==> src/rtl/vfm_pkg.sv <==
// vfm_pkg: shared types, constants and face tables for the voxel face mesher.
// No dependencies.
`default_nettype none
package vfm_pkg;
    localparam int DEF_SIZE_X = 16;
    localparam int DEF_SIZE_Y = 128;
    localparam int DEF_SIZE_Z = 16;

    localparam logic [1:0] FUNC_WCELL  = 2'd0;
    localparam logic [1:0] FUNC_WBORD  = 2'd1;
    localparam logic [1:0] FUNC_QUERY  = 2'd2;

    localparam logic [1:0] REG_AIR   = 2'd0;
    localparam logic [1:0] REG_UNDEF = 2'd1;
    localparam logic [1:0] REG_GRASS = 2'd2;
    localparam logic [1:0] REG_NBR   = 2'd3;

    localparam logic [2:0] FACE_FRONT  = 3'd0;
    localparam logic [2:0] FACE_BACK   = 3'd1;
    localparam logic [2:0] FACE_LEFT   = 3'd2;
    localparam logic [2:0] FACE_RIGHT  = 3'd3;
    localparam logic [2:0] FACE_TOP    = 3'd4;
    localparam logic [2:0] FACE_BOTTOM = 3'd5;

    typedef enum logic [2:0] {
        BK_IDLE,
        BK_READ,
        BK_WAIT,
        BK_EVAL,
        BK_EMIT
    } bk_state_t;

    // request handed from front to back
    typedef struct packed {
        logic [1:0] func;
        logic [3:0] x;
        logic [6:0] y;
        logic [3:0] z;
        logic [1:0] side;
        logic [7:0] bt;
    } vfm_item_t;

    // corner offsets and uv: {dx,dy,dz,u,v}
    function automatic logic [4:0] face_vert(input logic [2:0] f, input logic [2:0] v);
        logic [4:0] r;
        r = 5'd0;
        case (f)
            3'd0: case (v)
                3'd0, 3'd5: r = 5'b11111;
                3'd1: r = 5'b01101;
                3'd2, 3'd3: r = 5'b00100;
                default: r = 5'b10110;
            endcase
            3'd1: case (v)
                3'd0, 3'd5: r = 5'b01011;
                3'd1: r = 5'b11001;
                3'd2, 3'd3: r = 5'b10000;
                default: r = 5'b00010;
            endcase
            3'd2: case (v)
                3'd0, 3'd5: r = 5'b01111;
                3'd1: r = 5'b01001;
                3'd2, 3'd3: r = 5'b00000;
                default: r = 5'b00110;
            endcase
            3'd3: case (v)
                3'd0, 3'd5: r = 5'b11011;
                3'd1: r = 5'b11101;
                3'd2, 3'd3: r = 5'b10100;
                default: r = 5'b10010;
            endcase
            3'd4: case (v)
                3'd0, 3'd5: r = 5'b11011;
                3'd1: r = 5'b01001;
                3'd2, 3'd3: r = 5'b01100;
                default: r = 5'b11110;
            endcase
            default: case (v)
                3'd0, 3'd5: r = 5'b00011;
                3'd1: r = 5'b10001;
                3'd2, 3'd3: r = 5'b10100;
                default: r = 5'b00110;
            endcase
        endcase
        return r;
    endfunction
endpackage
`default_nettype wire

==> src/rtl/vfm_if.sv <==
// vfm_if: valid/ready channel interfaces for requests, vertices and config writes.
// No dependencies.
`default_nettype none
interface vfm_req_if;
    logic       valid;
    logic       ready;
    logic [1:0] func;
    logic [3:0] cell_x;
    logic [6:0] cell_y;
    logic [3:0] cell_z;
    logic [1:0] border_side;
    logic [7:0] block_type;
    modport source (output valid, func, cell_x, cell_y, cell_z, border_side, block_type,
                    input ready);
    modport sink (input valid, func, cell_x, cell_y, cell_z, border_side, block_type,
                  output ready);
endinterface

`default_nettype wire

==> src/rtl/vfm_front.sv <==
// vfm_front: accepts requests, drops unused/out-of-range ones, queues the rest.
// Depends on vfm_pkg.
`default_nettype none
module vfm_front #(
    parameter int SIZE_X = vfm_pkg::DEF_SIZE_X,
    parameter int SIZE_Y = vfm_pkg::DEF_SIZE_Y,
    parameter int SIZE_Z = vfm_pkg::DEF_SIZE_Z
) (
    input  wire logic              clk,
    input  wire logic              rst_n,
    vfm_req_if.sink                req,
    output logic                   q_valid,
    output vfm_pkg::vfm_item_t     q_item,
    input  wire logic              q_pop
);
    localparam int QD = 2;
    vfm_pkg::vfm_item_t buf_reg [QD];
    logic [0:0] wp_reg, rp_reg;
    logic [1:0] cnt_reg;
    vfm_pkg::vfm_item_t it;
    logic keep, push;
    logic [4:0] a;
    logic [6:0] lim;

    always_comb
    begin
        it.func = req.func;
        it.x    = req.cell_x;
        it.y    = req.cell_y;
        it.z    = req.cell_z;
        it.side = req.border_side;
        it.bt   = req.block_type;
        a   = req.border_side[1] ? {1'b0, req.cell_z} : {1'b0, req.cell_x};
        lim = req.border_side[1] ? 7'(SIZE_Z) : 7'(SIZE_X);
        unique case (req.func)
            vfm_pkg::FUNC_WBORD:
                keep = (9'(req.cell_y) < 9'(SIZE_Y)) && (7'(a) < lim);
            vfm_pkg::FUNC_WCELL, vfm_pkg::FUNC_QUERY:
                keep = (7'(req.cell_x) < 7'(SIZE_X)) && (9'(req.cell_y) < 9'(SIZE_Y))
                       && (7'(req.cell_z) < 7'(SIZE_Z));
            default: keep = 1'b0;
        endcase
    end

    assign req.ready = (cnt_reg != 2'(QD));
    assign push      = req.valid && req.ready && keep;
    assign q_valid   = (cnt_reg != 2'd0);
    assign q_item    = buf_reg[rp_reg];

    always_ff @(posedge clk)
    begin
        if (push)
        begin
            buf_reg[wp_reg] <= it;
        end
    end

    always_ff @(posedge clk or negedge rst_n)
    begin
        if (!rst_n)
        begin
            wp_reg  <= '0;
            rp_reg  <= '0;
            cnt_reg <= '0;
        end
        else
        begin
            if (push)
            begin
                wp_reg <= wp_reg + 1'b1;
            end
            if (q_pop)
            begin
                rp_reg <= rp_reg + 1'b1;
            end
            cnt_reg <= cnt_reg + 2'(push) - 2'(q_pop);
        end
    end

    assert property (@(posedge clk) disable iff (!rst_n) q_pop |-> q_valid)
        else $error("pop from empty queue");
    assert property (@(posedge clk) disable iff (!rst_n) cnt_reg <= 2'(QD))
        else $error("queue overflow");
    assert property (@(posedge clk) disable iff (!rst_n)
        (push && !q_pop) |=> cnt_reg == $past(cnt_reg) + 2'd1)
        else $error("queue count lost a push");
endmodule
`default_nettype wire

==> src/flat_wrapper.sv <==
// flat-port wrapper written by rule: the top's interface ports become plain ports
module vfm_front_flat 
#(
    parameter int SIZE_X = vfm_pkg::DEF_SIZE_X,
    parameter int SIZE_Y = vfm_pkg::DEF_SIZE_Y,
    parameter int SIZE_Z = vfm_pkg::DEF_SIZE_Z
)
  (clk, rst_n, q_valid, q_item, q_pop, req_valid, req_func, req_cell_x, req_cell_y, req_cell_z, req_border_side, req_block_type, req_ready);
  vfm_req_if req_i ();
  input  wire logic clk;
  input  wire logic rst_n;
  output logic q_valid;
  output vfm_pkg::vfm_item_t q_item;
  input  wire logic q_pop;
  input wire logic [$bits(req_i.valid)-1:0] req_valid;
  input wire logic [$bits(req_i.func)-1:0] req_func;
  input wire logic [$bits(req_i.cell_x)-1:0] req_cell_x;
  input wire logic [$bits(req_i.cell_y)-1:0] req_cell_y;
  input wire logic [$bits(req_i.cell_z)-1:0] req_cell_z;
  input wire logic [$bits(req_i.border_side)-1:0] req_border_side;
  input wire logic [$bits(req_i.block_type)-1:0] req_block_type;
  output wire logic [$bits(req_i.ready)-1:0] req_ready;
  assign req_i.valid = req_valid;
  assign req_i.func = req_func;
  assign req_i.cell_x = req_cell_x;
  assign req_i.cell_y = req_cell_y;
  assign req_i.cell_z = req_cell_z;
  assign req_i.border_side = req_border_side;
  assign req_i.block_type = req_block_type;
  assign req_ready = req_i.ready;
  vfm_front #(.SIZE_X(SIZE_X), .SIZE_Y(SIZE_Y), .SIZE_Z(SIZE_Z)) u_core (.clk(clk), .rst_n(rst_n), .req(req_i), .q_valid(q_valid), .q_item(q_item), .q_pop(q_pop));
endmodule
==> config.mk <==
export PLATFORM = sky130hd
export DESIGN_NAME = vfm_front_flat
export DESIGN_NICKNAME = d
export VERILOG_FILES = /design/src/rtl/vfm_pkg.sv /design/src/rtl/vfm_if.sv /design/src/rtl/vfm_front.sv /design/src/flat_wrapper.sv
export SDC_FILE = /design/constraint.sdc
export NUM_CORES = 1
export LEC_CHECK = 0
export ABC_AREA = 1
export BUFFER_PORTS_ARGS = -buffer_cell sky130_fd_sc_hd__buf_2
export CORE_MARGIN = 2
export CORE_UTILIZATION = 45
export DETAILED_ROUTE_END_ITERATION = 10
export PLACE_DENSITY = 0.7
export SETUP_SLACK_MARGIN = 0.1
export SLEW_MARGIN = 20
export SYNTH_ARGS = -nofsm -noshare
export SYNTH_HDL_FRONTEND = slang
export SYNTH_SLANG_ARGS = --single-unit
==> constraint.sdc <==
create_clock -name clk -period 2.9 [get_ports clk]
set_clock_uncertainty 0.2 [all_clocks]
set_input_delay 0.145 -clock clk [delete_from_list [all_inputs] [get_ports clk]]
set_output_delay 0.145 -clock clk [all_outputs]
set_load 0.01 [all_outputs]
==> metrics.txt <==
first-pass GRT wire length about 6 mm; Port Buffers between 50 and 60; post-CTS sizing 0; via count of the first global-routing pass roughly 1400; top_reg_cell synth edfxtp_1; area occupied by multi-input gates 485.5 um2; Routed WL per cell between 10 and 15 um; Hold Fails Final Rpt 0; Crit-path slowest cell dfrtp_1; Worst VDD drop 0.0004390 V; CTS tree yes; register area share after synthesis between 70% and 80%; cts bufs inserted 9; clock slew at reported path FFs 60 ps; setup TNS 0 ps; number of enable-type register cells in the synthesized netlist 54; Antenna Cells 0; critical path startpoint category register; syn_area_per_cell between 15 and 20 um2; synth cell count leaders 54 x edfxtp_1, 19 x mux2_4, 12 x nand2_1; core area around 4800 um2; die height roughly 75 um; Overflow after GRT 0; Min Clock Period, post-route roughly 2200 ps; detailed-route via count approximately 1300; NumNets Final 250; CP Capture Type primary output; Leakage about 1.3 nW; Data arrival, critical path between 1500 and 2000 ps; Final Max Slew Viols 0; Reg area 1722 um2; Placer Congestion between 0.8 and 0.9; max FFs per register 54; initial core utilization a little under half; final setup vio count 0; first-pass detailed-route iteration total 3; Post-Synthesis Cells between 100 and 150; RSZ-0062 raised after global routing no; synth unique cells 13; Synth area leaders edfxtp_1 71%, mux2_4 13%, dfrtp_1 4.4%; filler cell count between 300 and 400; pin slew with the least headroom to its limit around 470 ps; slowest cell delay on critical path 630 ps; Area Overhead vs Synth 35.35%; Post-Syn Nets 149; slew margin rel. around 70%; status finished clean; Highest Clock Rate 455.9 MHz; final core occ roughly 64%; Synth top area share between 70 and 80%; Post-Route WL about 4.1 mm; layout cells sized above 1 between 40% and 50%; Antenna Nets Post-Route 0; Seq cells post-synth 58; initial antenna violation count 0; Die X about 75 um; root buffer cell clkbuf_8; CP Class reg2out; top-count cell post-synth edfxtp_1; row count 25; mapped cell area between 2000 and 2500 um2; Detailed Place HPWL 2.726 mm; vias per inst 4.645; number of DRC markers after the initial detailed-route iteration a little under 60; pin count of the biggest net entering global routing 28; CP max FO 18; crit-path cells buf_4 -> mux2_4 -> buf_2; Ports 60; Clock Sinks slightly below 60; post-synth top area cell edfxtp_1; H-tree depth 3; Yosys Warn Count 0; Die ar. around 5600 um2; Hold Crit Class reg2reg; fin crit share 75.63%; GRT Util Overall between 15 and 20%; DRC 0; WP data required 2560 ps; post-synthesis async set-or-reset flop share about 7%; Clock Path Buffers 2; # Max-Cap Violations 0; pwr/cell area between 800 and 900 nW/um2; Worst-Skew Late Latency ~310 ps
[stage by stage]
stage	instance area [um2]	setup slack, ps	hold WS, ps	cells	total power [mW]
after global placement	2631	1042	-247.7	243	1.999
after CTS	3080	659.9	326.2	287	2.627
after detailed placement	2631	1013	-241.2	243	2.036
after floorplan	2276	456.4	-350.6	117	1.805
final	3080	706.6	345.9	287	2.586
after global routing	3080	611.4	334.7	287	2.734
[metal layers]
layer | vias up | track usage [%] | routed length, um | share of wire, %
li1 | 634 | - | - | -
met1 | 649 | 16.05 | 1667 | 41
met2 | 43 | 27.10 | 2134 | 53
met3 | 7 | 6.961 | 207 | 5.1
met4 | 0 | 6.349 | 43 | 1.1
met5 | - | 0 | 0 | 0
[kinds of logic (layout without fill, tap and decap cells)]
logic type | count (synthesis) | in the layout | synth area share, %
XOR/XNOR | 1 | 1 | 0.3849
flip-flops | 58 | 58 | 75.65
multiplexers | 27 | 27 | 16.49
adder cells (fa/ha/maj) | 1 | 1 | 0.5497
buffers and inverters | 9 | 112 | 3.244
AND/OR/NAND/NOR | 21 | 21 | 3.683
[path summary, 6_finish.rpt]
kind                                              from                             end  slack [ps]  cells past startpoint
setup / recovery             u_core.rp_reg$_DFFE_PN0P_                       q_item[4]         710                      3
hold / removal               u_core.wp_reg$_DFFE_PN0P_       u_core.wp_reg$_DFFE_PN0P_         350                      2
setup reg to reg           u_core.cnt_reg[1]$_DFF_PN0_  u_core.buf_reg[1][7]$_DFFE_PP_        1080                      4
hold reg to reg              u_core.wp_reg$_DFFE_PN0P_       u_core.wp_reg$_DFFE_PN0P_         350                      2
max in group asynchronous                        rst_n       u_core.rp_reg$_DFFE_PN0P_        1760                      3
min in group asynchronous                        rst_n       u_core.wp_reg$_DFFE_PN0P_         550                      3
[final cells by class]
type | instances | area share [%]
flip-flops and latches | 58 | 55.89
clock buffers | 11 | 4.265
inverters | 6 | 0.7311
multi-input cells | 50 | 15.76
clock inverters | 2 | 0.2437
repair buffers | 93 | 20.39
well taps | 67 | 2.721
[critical path, delay by kind of cell (launching register included)]
family   cells  cell delay [ps]
buf+inv      2              550
mux          1              340
flops        1              630
[timing repair]
action                                 4_1_cts  5_1_grt
hold buffers                                31        0
setup buffers                                0        0
endpoints found under the hold margin       61        0
[placed cells by master (no fill, tap or decap), types with 3 or more instances in the layout]
master / Yosys / routed
inv_1: 6 / 6
dlygate4sd3_1: 0 / 31
edfxtp_1: 54 / 54
nand2_1: 12 / 12
mux2_4: 19 / 19
buf_4: 0 / 3
buf_2: 0 / 59
dfrtp_1: 4 / 4
mux2_2: 8 / 8
nor2_1: 6 / 4
clkbuf_8: 0 / 9
[power breakdown]
group | leakage (nW) | internal [mW] | switching (mW)
Sequential | 0.543 | 1.10 | 0.0747
Clock | 0.0702 | 0.290 | 0.261
Combinational | 0.655 | 0.438 | 0.424
Power figures use the tool's default switching activity.
